--- config.mk ---
export PLATFORM = sky130hd
export DESIGN_NAME = fat32_dir_entry_decoder_core
export DESIGN_NICKNAME = d
export VERILOG_FILES = /design/src/rtl/core/fde_pkg.sv /design/src/rtl/core/fde_buf.sv /design/src/rtl/core/fde_emit.sv /design/src/rtl/core/fat32_dir_entry_decoder_core.sv
export SDC_FILE = /design/constraint.sdc
export NUM_CORES = 1
export LEC_CHECK = 0
export ABC_AREA = 0
export BUFFER_PORTS_ARGS = -buffer_cell sky130_fd_sc_hd__buf_2
export CAP_MARGIN = 20
export CORE_MARGIN = 4
export CORE_UTILIZATION = 62
export CTS_BUF_LIST = sky130_fd_sc_hd__clkbuf_8 sky130_fd_sc_hd__clkbuf_16
export DETAILED_ROUTE_END_ITERATION = 16
export PLACE_DENSITY = 0.8
export SKIP_LAST_GASP = 1
export SYNTH_ARGS = -nofsm -noshare
export SYNTH_HDL_FRONTEND = slang
export SYNTH_HIERARCHICAL = 1
export SYNTH_SLANG_ARGS = --single-unit
--- constraint.sdc ---
create_clock -name i_clk -period 9.25 [get_ports i_clk]
set_clock_uncertainty 0.1 [all_clocks]
set_input_delay 0 -clock i_clk [delete_from_list [all_inputs] [get_ports i_clk]]
set_output_delay 0 -clock i_clk [all_outputs]
set_load 0.01 [all_outputs]
--- src/rtl/core/fde_pkg.sv ---
// ----------------------------------------------------------------------------
// fde_pkg
// shared types and constants of the directory entry decoder
// ----------------------------------------------------------------------------
package fde_pkg;

    localparam int unsigned WORD_W        = 32;
    localparam int unsigned ENTRY_WORDS   = 8;
    localparam int unsigned ENTRY_W       = WORD_W * ENTRY_WORDS;
    localparam int unsigned UNITS_PER_LFN = 13;
    localparam int unsigned SHORT_NAME_LEN = 11;

    localparam logic [7:0] LAST_LFN_FLAG = 8'h40;
    localparam logic [7:0] FREE_MARK     = 8'hE5;
    localparam logic [7:0] END_MARK      = 8'h00;
    localparam logic [7:0] MASK_RESET    = 8'h0F;

    typedef logic [ENTRY_WORDS-1:0][WORD_W-1:0] t_entry;

    typedef enum logic [1:0] {
        KIND_LFN_UNIT  = 2'd0,
        KIND_LFN_TERM  = 2'd1,
        KIND_SHORT_BYTE = 2'd2,
        KIND_SHORT_REC = 2'd3
    } t_kind;

    // byte offset of long-name unit k inside the entry
    function automatic logic [4:0] unit_offset(input logic [3:0] k);
        logic [4:0] off;
        unique case (k)
            4'd0:    off = 5'd1;
            4'd1:    off = 5'd3;
            4'd2:    off = 5'd5;
            4'd3:    off = 5'd7;
            4'd4:    off = 5'd9;
            4'd5:    off = 5'd14;
            4'd6:    off = 5'd16;
            4'd7:    off = 5'd18;
            4'd8:    off = 5'd20;
            4'd9:    off = 5'd22;
            4'd10:   off = 5'd24;
            4'd11:   off = 5'd28;
            4'd12:   off = 5'd30;
            default: off = 5'd0;
        endcase
        return off;
    endfunction

endpackage

--- src/rtl/core/fde_buf.sv ---
// ----------------------------------------------------------------------------
// fde_buf
// two-bank entry word memory, one write and one registered read per cycle
// ----------------------------------------------------------------------------
module fde_buf (
    input  logic        i_clk,
    input  logic        i_we,
    input  logic [3:0]  i_waddr,
    input  logic [31:0] i_wdata,
    input  logic        i_re,
    input  logic [3:0]  i_raddr,
    output logic [31:0] o_rdata
);

    logic [31:0] r_mem [16];
    logic [31:0] r_rdata;

    always_ff @(posedge i_clk) begin
        if (i_we) begin
            r_mem[i_waddr] <= i_wdata;
        end
        if (i_re) begin
            r_rdata <= r_mem[i_raddr];
        end
    end

    assign o_rdata = r_rdata;

endmodule

--- src/rtl/core/fde_emit.sv ---
// ----------------------------------------------------------------------------
// fde_emit
// classifies one buffered entry and sends its results one per cycle while the output is not stalled
// ----------------------------------------------------------------------------
module fde_emit #(
    parameter int unsigned MAX_ORDINAL = 20
) (
    input  logic                   i_clk,
    input  logic                   i_rst_n,
    input  logic [7:0]             i_mask,
    input  logic                   i_load,
    input  fde_pkg::t_entry        i_entry,
    output logic                   o_free,
    output logic                   o_out_valid,
    input  logic                   i_out_stall,
    output logic [1:0]             o_kind,
    output logic [8:0]             o_position,
    output logic [15:0]            o_char_unit,
    output logic [7:0]             o_attributes,
    output logic [31:0]            o_first_cluster,
    output logic [31:0]            o_file_size,
    output logic                   o_in_use,
    output logic                   o_last
);

    logic [fde_pkg::ENTRY_W-1:0] r_entry;
    logic        r_e_valid;
    logic [3:0]  r_k;
    logic        r_o_valid;
    logic [1:0]  r_kind;
    logic [8:0]  r_pos;
    logic [15:0] r_char;
    logic [7:0]  r_attr;
    logic [31:0] r_clus;
    logic [31:0] r_size;
    logic        r_used;
    logic        r_last;

    logic [7:0]  b0, b11, ord;
    logic        is_long, bad_ord, emit;
    logic [3:0]  last_k;
    logic [8:0]  base;
    logic [4:0]  off;
    logic        advance;
    logic [1:0]  n_kind;
    logic [8:0]  n_pos;
    logic [15:0] n_char;
    logic [7:0]  n_attr;
    logic [31:0] n_clus;
    logic [31:0] n_size;
    logic        n_used;

    function automatic logic [7:0] get_byte(input logic [fde_pkg::ENTRY_W-1:0] e,
                                            input logic [4:0] idx);
        return e[{idx, 3'b000} +: 8];
    endfunction

    always_comb begin
        b0      = get_byte(r_entry, 5'd0);
        b11     = get_byte(r_entry, 5'd11);
        ord     = b0 & ~fde_pkg::LAST_LFN_FLAG;
        is_long = (b11 & i_mask) == i_mask;
        bad_ord = (ord == 8'd0) || (ord > 8'(MAX_ORDINAL));
        base    = 9'(({3'b000, ord[5:0]} - 9'd1) * 9'(fde_pkg::UNITS_PER_LFN));
        if (is_long) begin
            last_k = (b0 & fde_pkg::LAST_LFN_FLAG) != 8'd0
                   ? 4'(fde_pkg::UNITS_PER_LFN) : 4'(fde_pkg::UNITS_PER_LFN - 1);
        end else begin
            last_k = 4'(fde_pkg::SHORT_NAME_LEN);
        end
        emit    = r_e_valid && !(is_long && bad_ord);
        advance = !r_o_valid || !i_out_stall;
        off     = fde_pkg::unit_offset(r_k);

        n_kind  = fde_pkg::KIND_LFN_UNIT;
        n_pos   = 9'd0;
        n_char  = 16'd0;
        n_attr  = 8'd0;
        n_clus  = 32'd0;
        n_size  = 32'd0;
        n_used  = 1'b0;
        if (is_long) begin
            n_pos = base + 9'(r_k);
            if (r_k == 4'(fde_pkg::UNITS_PER_LFN)) begin
                n_kind = fde_pkg::KIND_LFN_TERM;
            end else begin
                n_kind = fde_pkg::KIND_LFN_UNIT;
                n_char = {get_byte(r_entry, off + 5'd1), get_byte(r_entry, off)};
            end
        end else if (r_k == 4'(fde_pkg::SHORT_NAME_LEN)) begin
            n_kind = fde_pkg::KIND_SHORT_REC;
            n_attr = b11;
            n_clus = {get_byte(r_entry, 5'd21), get_byte(r_entry, 5'd20),
                      get_byte(r_entry, 5'd27), get_byte(r_entry, 5'd26)};
            n_size = r_entry[255:224];
            n_used = (b0 != fde_pkg::FREE_MARK) && (b0 != fde_pkg::END_MARK);
        end else begin
            n_kind = fde_pkg::KIND_SHORT_BYTE;
            n_pos  = 9'(r_k);
            n_char = {8'h00, get_byte(r_entry, 5'(r_k))};
        end
    end

    always_ff @(posedge i_clk) begin
        if (!i_rst_n) begin
            r_e_valid <= 1'b0;
            r_k       <= 4'd0;
            r_o_valid <= 1'b0;
        end else begin
            if (advance) begin
                r_o_valid <= emit;
            end
            if (r_e_valid && is_long && bad_ord) begin
                // bad ordinal: entry gives nothing
                r_e_valid <= 1'b0;
                r_k       <= 4'd0;
            end else if (advance && r_e_valid) begin
                if (r_k == last_k) begin
                    r_e_valid <= 1'b0;
                    r_k       <= 4'd0;
                end else begin
                    r_k <= r_k + 4'd1;
                end
            end
            if (i_load) begin
                r_e_valid <= 1'b1;
                r_k       <= 4'd0;
            end
        end
    end

    always_ff @(posedge i_clk) begin
        if (i_load) begin
            r_entry <= i_entry;
        end
        if (advance && emit) begin
            r_kind <= n_kind;
            r_pos  <= n_pos;
            r_char <= n_char;
            r_attr <= n_attr;
            r_clus <= n_clus;
            r_size <= n_size;
            r_used <= n_used;
            r_last <= (r_k == last_k);
        end
    end

    assign o_free          = !r_e_valid;
    assign o_out_valid     = r_o_valid;
    assign o_kind          = r_kind;
    assign o_position      = r_pos;
    assign o_char_unit     = r_char;
    assign o_attributes    = r_attr;
    assign o_first_cluster = r_clus;
    assign o_file_size     = r_size;
    assign o_in_use        = r_used;
    assign o_last          = r_last;

    a_load_when_free: assert property (@(posedge i_clk) disable iff (!i_rst_n)
        i_load |-> !r_e_valid)
        else $error("entry loaded while previous entry still sending");

    a_index_range: assert property (@(posedge i_clk) disable iff (!i_rst_n)
        r_e_valid |-> r_k <= 4'(fde_pkg::UNITS_PER_LFN))
        else $error("result index out of range");

    a_last_frees: assert property (@(posedge i_clk) disable iff (!i_rst_n)
        (r_e_valid && emit && advance && r_k == last_k && !i_load) |=> !r_e_valid)
        else $error("entry not released after its final result");

endmodule

--- src/rtl/core/fat32_dir_entry_decoder_core.sv ---
// ----------------------------------------------------------------------------
// fat32_dir_entry_decoder_core
// directory entry decoder: buffers 8-word entries, emits name units and records
// ----------------------------------------------------------------------------
// path: from the transfer of an entry's 8th word to its first result, via
//   loader start, 8 memory reads, capture, hand-off and the output register
// output: one result per cycle from the output register while not stalled; up
//   to 14 results per 8-word entry, with a gap at each entry hand-off; the
//   next entry is read from memory while the current one is sending
// reset: clears counters, bank flags and the mask (to 0x0F); memory not cleared
// ----------------------------------------------------------------------------
module fat32_dir_entry_decoder_core #(
    parameter int unsigned MAX_ORDINAL = 20
) (
    input  logic        i_clk,
    input  logic        i_rst_n,
    input  logic        i_cfg_we,
    input  logic [7:0]  i_cfg_data,
    input  logic        i_in_valid,
    output logic        o_in_stall,
    input  logic [31:0] i_entry_word,
    output logic        o_out_valid,
    input  logic        i_out_stall,
    output logic [1:0]  o_kind,
    output logic [8:0]  o_position,
    output logic [15:0] o_char_unit,
    output logic [7:0]  o_attributes,
    output logic [31:0] o_first_cluster,
    output logic [31:0] o_file_size,
    output logic        o_in_use,
    output logic        o_last
);

    logic [7:0]  r_mask;
    logic [2:0]  r_wcnt;
    logic        r_wb;
    logic        r_rb;
    logic [1:0]  r_bank_full;
    logic        r_ld_active;
    logic [2:0]  r_rd_addr;
    logic        r_rd_pend;
    logic [2:0]  r_rd_idx;
    logic        r_ld_full;
    fde_pkg::t_entry r_ld_buf;

    logic        in_xfer;
    logic        start_ld;
    logic        emit_free;
    logic        do_load;
    logic [31:0] rdata;
    logic [1:0]  n_bank_full;

    assign in_xfer   = i_in_valid && !o_in_stall;
    assign start_ld  = !r_ld_active && !r_rd_pend && !r_ld_full && r_bank_full[r_rb];
    assign do_load   = r_ld_full && emit_free;
    assign o_in_stall = r_bank_full[r_wb];

    // writer fills one bank while the loader drains the other
    always_comb begin
        n_bank_full = r_bank_full;
        if (in_xfer && r_wcnt == 3'd7) begin
            n_bank_full[r_wb] = 1'b1;
        end
        if (r_rd_pend && r_rd_idx == 3'd7) begin
            n_bank_full[r_rb] = 1'b0;
        end
    end

    fde_buf u_buf (
        .i_clk   (i_clk),
        .i_we    (in_xfer),
        .i_waddr ({r_wb, r_wcnt}),
        .i_wdata (i_entry_word),
        .i_re    (r_ld_active),
        .i_raddr ({r_rb, r_rd_addr}),
        .o_rdata (rdata)
    );

    always_ff @(posedge i_clk) begin
        if (!i_rst_n) begin
            r_mask      <= fde_pkg::MASK_RESET;
            r_wcnt      <= 3'd0;
            r_wb        <= 1'b0;
            r_rb        <= 1'b0;
            r_bank_full <= 2'b00;
            r_ld_active <= 1'b0;
            r_rd_addr   <= 3'd0;
            r_rd_pend   <= 1'b0;
            r_rd_idx    <= 3'd0;
            r_ld_full   <= 1'b0;
        end else begin
            if (i_cfg_we) begin
                r_mask <= i_cfg_data;
            end
            r_bank_full <= n_bank_full;
            // writer side
            if (in_xfer) begin
                r_wcnt <= r_wcnt + 3'd1;
                if (r_wcnt == 3'd7) begin
                    r_wb <= ~r_wb;
                end
            end
            // loader: read the full bank word by word
            if (start_ld) begin
                r_ld_active <= 1'b1;
                r_rd_addr   <= 3'd0;
            end else if (r_ld_active) begin
                r_rd_addr <= r_rd_addr + 3'd1;
                if (r_rd_addr == 3'd7) begin
                    r_ld_active <= 1'b0;
                end
            end
            r_rd_pend <= r_ld_active;
            r_rd_idx  <= r_rd_addr;
            if (r_rd_pend && r_rd_idx == 3'd7) begin
                r_ld_full <= 1'b1;
                r_rb      <= ~r_rb;
            end else if (do_load) begin
                r_ld_full <= 1'b0;
            end
        end
    end

    always_ff @(posedge i_clk) begin
        if (r_rd_pend) begin
            r_ld_buf[r_rd_idx] <= rdata;
        end
    end

    fde_emit #(
        .MAX_ORDINAL (MAX_ORDINAL)
    ) u_emit (
        .i_clk           (i_clk),
        .i_rst_n         (i_rst_n),
        .i_mask          (r_mask),
        .i_load          (do_load),
        .i_entry         (r_ld_buf),
        .o_free          (emit_free),
        .o_out_valid     (o_out_valid),
        .i_out_stall     (i_out_stall),
        .o_kind          (o_kind),
        .o_position      (o_position),
        .o_char_unit     (o_char_unit),
        .o_attributes    (o_attributes),
        .o_first_cluster (o_first_cluster),
        .o_file_size     (o_file_size),
        .o_in_use        (o_in_use),
        .o_last          (o_last)
    );

    a_loader_has_bank: assert property (@(posedge i_clk) disable iff (!i_rst_n)
        r_ld_active |-> r_bank_full[r_rb])
        else $error("loader reading a bank that is not full");

    a_no_start_when_held: assert property (@(posedge i_clk) disable iff (!i_rst_n)
        r_ld_full |-> !r_ld_active)
        else $error("loader started while an entry is held");

    a_last_read_fills: assert property (@(posedge i_clk) disable iff (!i_rst_n)
        (r_rd_pend && r_rd_idx == 3'd7) |=> r_ld_full)
        else $error("entry not marked held after its last read");

endmodule

---- Word level (Yosys, flattened, before mapping) ----
Memories as Yosys holds them, arrays and structs flattened. A register that Yosys moved wholly into a read port is not among the register bits.
Cells that the tools add are included.
storage, ports and cells
  logic and storage cells ................. 139
  input port bits ......................... 45
  output and inout bits ................... 103
  memory bits (writable) .................. 512
  memories kept ........................... 2
  memory bits (read-only) ................. 80
  bits in registers ....................... 643
operators by class
  bitwise gates (word level) .............. 8
  $add $sub $neg .......................... 6
  shifts and indexed selects .............. 3
  equality and inequality tests ........... 8
  reductions and logical operators ........ 37
  multiplexer cells ....................... 37
  multiply operators ...................... 1
  magnitude comparators ................... 7
memory list
  memory           words  width  rd ports  clocked after memory_dff  wr ports  line           RTL
  u_buf.r_mem      16     32     1         1                         1         fde_buf.sv:15  logic [31:0] r_mem [16];
  (no name shown)  16     5      1         1                         0         fde_pkg.sv:30  unique case (k)
operators with widths
  cell                                                                             number
  256-bit by 9-bit variable part select with 8-bit output                          2
  256-bit bitwise mux                                                              1
  256-bit by 8-bit variable part select with 8-bit output                          1
  32-bit demux with 3-bit select                                                   1
  16-bit 2-to-1 mux                                                                2
  32-bit 2-to-1 mux                                                                1
  1-bit 2-to-1 mux                                                                 20
  1-bit logical AND                                                                17
  4-bit 2-to-1 mux                                                                 4
  9-bit by 4-bit adder with 9-bit output                                           1
  3-bit equality test, second input constant                                       3
  9-bit by 4-bit multiplier with 9-bit output, second input constant               1
  9-bit 2-to-1 mux                                                                 1
  8-bit bitwise AND                                                                1
  4-bit equality test, second input constant                                       2
  8-bit equality test                                                              1
  8-bit by 5-bit greater-than comparator with 1-bit output, second input constant  1
  1-bit zero test                                                                  8
  8-bit zero test                                                                  1
  8-bit 2-to-1 mux                                                                 1
  8-bit inequality test, second input constant                                     1
  8-bit nonzero test                                                               1
  6-bit by 1-bit subtractor with 7-bit output, second input constant               1
  3-bit by 1-bit adder with 3-bit output, second input constant                    2
  other kinds (20)                                                                 32

---- Longest topological paths before layout ----
  depth in word-level cells ............... 8
  gate-level depth with buffers ........... 15
  depth with buffers taken out ............ 15

---- Cells and area by module ----
Netlist, hierarchy kept.
by module, submodules not included
  module                        sequential area each (um2)  area each (um2)  cells each  instances
  fde_buf                       16335.7                     20155.6          838         1
  fde_emit                      10940.5                     17936.0          978         1
  fat32_dir_entry_decoder_core  8167.8                      8704.6           360         1

---- Least setup slack after synthesis ----
No wires, ideal clock.
  kind .................................... flip-flop to flip-flop
  from .................................... register u_emit.r_e_valid
  to ...................................... register, netlist name u_emit/off[1]
  arrival time ............................ 7.375 ns
  library setup time ...................... 0.145 ns
  path buffers ............................ 0
  cell stages (with the launch flop) ...... 9
  clock period less this slack ............ 7.620 ns
  data required time ...................... 9.005 ns
  slack ................................... 1.630 ns
  cell sequence ........................... dfxtp_1 -> inv_1 -> and2_1 -> nand2b_1 -> a311o_1 -> o32a_1 -> inv_2 -> a22oi_1 -> o32ai_1
between the ends
  cells in the longest elaborated chain, start to end .. 4
  elaborated cells between the ends (all ways) .. 8
  those cells by class .................... mux (2); reduce/logical (6)
ends and longest elaborated chain
  what                          line                                RTL
  start: declaration            fde_emit.sv:27                      logic r_e_valid;
  start signal: assignment      fde_emit.sv:106                     r_e_valid <= 1'b0;
  start signal: assignment      fde_emit.sv:115                     r_e_valid <= 1'b0;
  start signal: assignment      fde_emit.sv:119                     r_e_valid <= 1'b0;
  1-bit zero test               fde_emit.sv:148                     assign o_free = !r_e_valid;
  via emit_free                 fat32_dir_entry_decoder_core.sv:48  logic emit_free;
  1-bit logical AND             fat32_dir_entry_decoder_core.sv:55  assign do_load = r_ld_full && emit_free;
  via do_load                   fat32_dir_entry_decoder_core.sv:49  logic do_load;
  3-bit OR reduction (no line)  n/a
  4-bit 2-to-1 mux (no line)    n/a
The timed path passes the listed nets, and every way through them passes these cells.
A chain may end at the register's enable or synchronous reset.

---- Final worst setup path ----
  from .................................... register u_emit/r_entry[0] (netlist name)
  to ...................................... register u_emit.r_pos[7], in the netlist u_emit/o_position[7] (data pin)
between the ends
  cells in the longest elaborated chain, start to end .. 4
ends and longest elaborated chain
  what                                         line             RTL
  start: declaration                           fde_emit.sv:26   logic [fde_pkg::ENTRY_W-1:0] r_entry;
  start signal: assignment                     fde_emit.sv:134  r_entry <= i_entry;
  6-bit by 1-bit subtractor with 7-bit output  fde_emit.sv:64   base = 9'(({3'b000, ord[5:0]} - 9'd1) * 9'(fde_pkg::UNITS_PER_LFN));
  9-bit by 4-bit multiplier with 9-bit output  fde_emit.sv:64
  9-bit by 4-bit adder with 9-bit output       fde_emit.sv:83   n_pos = base + 9'(r_k);
  9-bit 2-to-1 mux                             fde_emit.sv:82   if (is_long) begin
  end signal: assignment                       fde_emit.sv:138  r_pos <= n_pos;
  end: declaration                             fde_emit.sv:31   logic [8:0] r_pos;
Every way passes these cells.

==> impl_summary.log <==
[metrics] GRT Resource Usage Total: 27.3%
[metrics] cells along the critical path: inv_1 > ha_1 > xor2_1 > ha_1 > fa_1 > inv_1 > fa_1 > inv_1 > ha_1 > a21oi_1 > o21bai_1 > a21oi_1 > xor2_1 > nor2_1
[metrics] worst endpoint data arrival time: 4.28 ns
[metrics] Final GP Congestion: 0.803
[metrics] Clock Sink Count: 1192
[metrics] type of the tightest min-delay check: input port to flop
[metrics] placed cells: 3225
[metrics] CP Data Required Time: 9.57 ns
[metrics] maximum vdd ir drop: 199 uV
[metrics] switching power: 2.11 mW
[metrics] area leader, netlist: sky130_fd_sc_hd__edfxtp_1
[metrics] Final setup violation count: 0
[metrics] routed via count: 23.4k
[metrics] wire length reported by the detailed router: 107000 um
[metrics] count of state elements after synthesis: 1192
[metrics] unrepaired setup endpoints after global routing: no
[metrics] Largest delay share family, worst path: adder cells
[metrics] Power Dens Cells: 198 nW/um2
[metrics] Worst slew margin: 25.8%
[metrics] Clock Root Buffer: sky130_fd_sc_hd__clkbuf_16
[metrics] largest net degree at the start of global routing: 106
[metrics] sequential power share: 56.5%
[metrics] total of fill cells in the finished design: 4133
[metrics] initial standard-cell utilization of the core: 62.8%
[metrics] register clock-pin slew on the reported worst setup and hold paths: 0.07 ns
[metrics] Post-Synthesis Net Count: 2258
[metrics] top-area cell type share of the netlist area: 74.2%
[metrics] register area share after synthesis: 75.7%
[metrics] Max stage delay on crit path: 0.52 ns
[metrics] post-synthesis instance area: 46800 um2
[metrics] startpoint-to-endpoint class of the critical path: flop to flop
[metrics] die span in x: 283 um
[metrics] fraction of synthesis flops using an asynchronous set or reset pin: 0%
[metrics] number of enable flip-flop cells after synthesis: 1157
[metrics] final count of hold timing violations: 0
[metrics] clock network power share: 40.7%
[metrics] post-detail-place hpwl: 58100 um
[metrics] number of levels in the clock H-tree: 3
[metrics] gate count after technology mapping: 2176
[metrics] nets: 2521
[metrics] Final Slew Violations: 0
[metrics] Pleak: 17.3 nW
[metrics] run status: completed
[metrics] warning count from the yosys run: 6
[metrics] Die Y-Extent: 283 um
[metrics] DRC violation count after routing: 0
[metrics] count of unique library cells instantiated by Yosys: 59
[metrics] Final Cycle Share: 42.8%
[metrics] Tightest Pin Transition: 1.11 ns
[metrics] Worst Path Max Fanout: 8
[metrics] Vias per Instance: 6.70
[metrics] slowest stage cell on the critical path: sky130_fd_sc_hd__edfxtp_1
[metrics] number of buffers added by the clock tree synthesis step: 111
[metrics] switching part of the total power: 20.1%
[metrics] deepest clock path buffer count: 3
[metrics] area of the placeable core: 74600 um2
[metrics] CP endpoint kind: flop
[metrics] internal power component: 8.39 mW
[metrics] min cycle time layout: 3.96 ns
[metrics] CP bufs+invs: 3
[metrics] ys flop type: sky130_fd_sc_hd__edfxtp_1
[metrics] number of optimization iterations in the first detailed-route pass: 5
[metrics] timing-limited maximum frequency: 253 MHz
[metrics] iteration-0 DRC count of the detailed router: 2933
[metrics] number of max-cap violations: 0
[metrics] mean post-synth cell area: 21.5 um2
[metrics] number of port buffers: 147
[metrics] final standard cell count with taps included and fillers excluded: 3499
[metrics] Synth area leaders: sky130_fd_sc_hd__edfxtp_1 74%, sky130_fd_sc_hd__mux4_2 15%, sky130_fd_sc_hd__dfxtp_1 1.5%
[metrics] total congestion overflow: 0
[metrics] combinational power share: 2.8%
[metrics] row count: 100
[metrics] number of global-route vias before repair: 24.0k
[metrics] Area Growth Syn to Fin: 13.1%
[metrics] number of top-level pins: 148
[metrics] final antenna-violating net count: 0
[metrics] post-route setup TNS: 0 ns
[metrics] fraction of layout cells with a size suffix above 1: 28.7%
[metrics] die footprint: 79900 um2
[metrics] global-route wire length before repair: 158000 um
[metrics] initial antenna violation count: 3
[metrics] wire length per cell: 30.7 um
[metrics] nature of the critical path startpoint: flop
[metrics] clock tree from TritonCTS: yes
[metrics] later-pin clock latency in the skew report: 0.69 ns
path summary, 6_finish.rpt:
check	endpoint	cells past startpoint	slack, ns	startpoint
worst min register to register	u_emit/r_entry[165]$_DFFE_PP_	0	0.31	r_ld_buf[165]$_DFFE_PP_
worst max register to register	u_emit/o_position[7]$_SDFFCE_PN0P_	14	5.29	u_emit/r_entry[0]$_DFFE_PP_
worst min-delay path	u_buf/r_mem[14][3]$_DFFE_PP_	2	0.13	i_entry_word[3]
worst max-delay path	u_emit/o_position[7]$_SDFFCE_PN0P_	14	5.29	u_emit/r_entry[0]$_DFFE_PP_
cell usage after synthesis (all sizes together) (4+ instances only):
cell / instances
mux2i: 30
nor2: 42
nand3: 10
and2: 84
nor3: 8
fa: 7
nand2b: 9
mux2: 16
inv: 38
mux4: 312
nor2b: 11
ha: 30
nand2: 85
dfxtp: 35
xor2: 10
a22oi: 65
xnor2: 13
a31oi: 5
a21oi: 12
o21a: 5
clkbuf: 46
o22ai: 4
o221ai: 8
buf: 68
edfxtp: 1157
a22o: 8
o21ai: 22
area by class of cell:
type	instances	area (um2)	area share, %
antenna	2	5.00	0.00946
clock buffer	111	2780	5.25
clock inverter	91	609	1.15
inverter	38	143	0.270
multi-input combinational	832	10800	20.5
sequential	1192	35500	67.0
tap	969	1210	2.29
timing repair buffer	264	1870	3.53
metal layers:
metal | vias to the layer above | part of all wire [%] | track usage [%] | routed length [um]
met5 | - | 0.012 | 0 | 13
met4 | 2 | 4.1 | 10.6 | 4410
met3 | 260 | 8.1 | 4.72 | 8670
met2 | 1459 | 52 | 46.8 | 56300
met1 | 12200 | 35 | 35.6 | 38000
li1 | 9529 | - | - | -
metrics by stage:
stage / hold slack (ns) / total power, mW / worst slack, ns / area (um2) / util (%)
final: 0.126 / 10.5 / 5.29 / 52900 / 71.0
after CTS: 0.0925 / 10.5 / 5.28 / 52800 / 70.9
after detailed placement: 0.119 / 6.30 / 5.30 / 48800 / 65.4
after global placement: 0.119 / 6.29 / 5.37 / 48800 / 65.4
after floorplan: -0.00113 / 6.20 / 1.63 / 46800 / -
after global routing: 0.153 / 10.8 / 5.05 / 52900 / 71.0
power groups by stage:
stage | clock [mW] | sequential [mW] | combinational, mW
CTS | 4.32 | 5.92 | 0.295
floorplan | 0 | 6.03 | 0.174
global placement | 0 | 6.04 | 0.254
detailed placement | 0 | 6.04 | 0.266
finish | 4.27 | 5.92 | 0.297
global route | 4.58 | 5.92 | 0.316
flip-flops by register name (all words and copies together) (netlist names), 3 cells and up:
signal	count
r_wcnt	3
u_buf/o_rdata	32
r_mask	8
u_emit/r_entry	256
r_rd_addr	3
u_emit/off	5
u_emit/o_file_size	32
u_emit/r_k	4
u_emit/o_char_unit	16
u_buf/r_mem	512
u_emit/o_first_cluster	32
r_rd_idx	3
u_emit/o_attributes	8
u_emit/o_position	9
r_ld_buf	256
cells by family (layout without fill, tap and decap cells):
logic type / count (synthesis) / in the layout / synth area share, %
adders and majority gates: 37 / 37 / 1.10
other: 0 / 2 / 0
xor gates and xnor gates: 23 / 23 / 0.447
AOI/OAI and AO/OA: 148 / 148 / 2.28
DFF: 1192 / 1192 / 75.7
and+or+nand+nor: 266 / 266 / 2.88
muxes: 358 / 358 / 16.0
buffers and inverters: 152 / 504 / 1.50
worst register-to-register path, cell delays in order, from the launching register on:
cell                       delay [ns]
sky130_fd_sc_hd__edfxtp_1        0.52
sky130_fd_sc_hd__inv_1           0.19
sky130_fd_sc_hd__ha_1            0.22
sky130_fd_sc_hd__xor2_1          0.29
sky130_fd_sc_hd__ha_1            0.30
sky130_fd_sc_hd__fa_1            0.48
sky130_fd_sc_hd__inv_1           0.05
sky130_fd_sc_hd__fa_1            0.47
sky130_fd_sc_hd__inv_1           0.04
sky130_fd_sc_hd__ha_1            0.31
sky130_fd_sc_hd__a21oi_1         0.22
sky130_fd_sc_hd__o21bai_1        0.09
sky130_fd_sc_hd__a21oi_1         0.19
sky130_fd_sc_hd__xor2_1          0.18
sky130_fd_sc_hd__nor2_1          0.06
cells in the final DEF, fill, tap and decap left out, types with 12 or more instances in the layout:
master                          instances
sky130_fd_sc_hd__a22oi_1               65
sky130_fd_sc_hd__buf_4                 45
sky130_fd_sc_hd__inv_1                 65
sky130_fd_sc_hd__clkbuf_16            111
sky130_fd_sc_hd__mux2_2                16
sky130_fd_sc_hd__dfxtp_1               27
sky130_fd_sc_hd__clkinv_2              19
sky130_fd_sc_hd__mux4_2               312
sky130_fd_sc_hd__nand2_1               85
sky130_fd_sc_hd__mux2i_1               30
sky130_fd_sc_hd__xnor2_1               12
sky130_fd_sc_hd__edfxtp_1            1157
sky130_fd_sc_hd__o21ai_0               19
sky130_fd_sc_hd__and2_1                83
sky130_fd_sc_hd__dlygate4sd3_1         67
sky130_fd_sc_hd__nor2_1                23
sky130_fd_sc_hd__nor2_4                14
sky130_fd_sc_hd__clkinv_1              25
sky130_fd_sc_hd__buf_2                147
sky130_fd_sc_hd__ha_1                  29
what timing repair did:
action / 4_1_cts / 5_1_grt
gates resized for setup: 0 / 0
hold buffers: 67 / 0
endpoints found under the hold margin: 573 / 0
buffers inserted: 0 / 0
(Power assumes the default switching activity.)
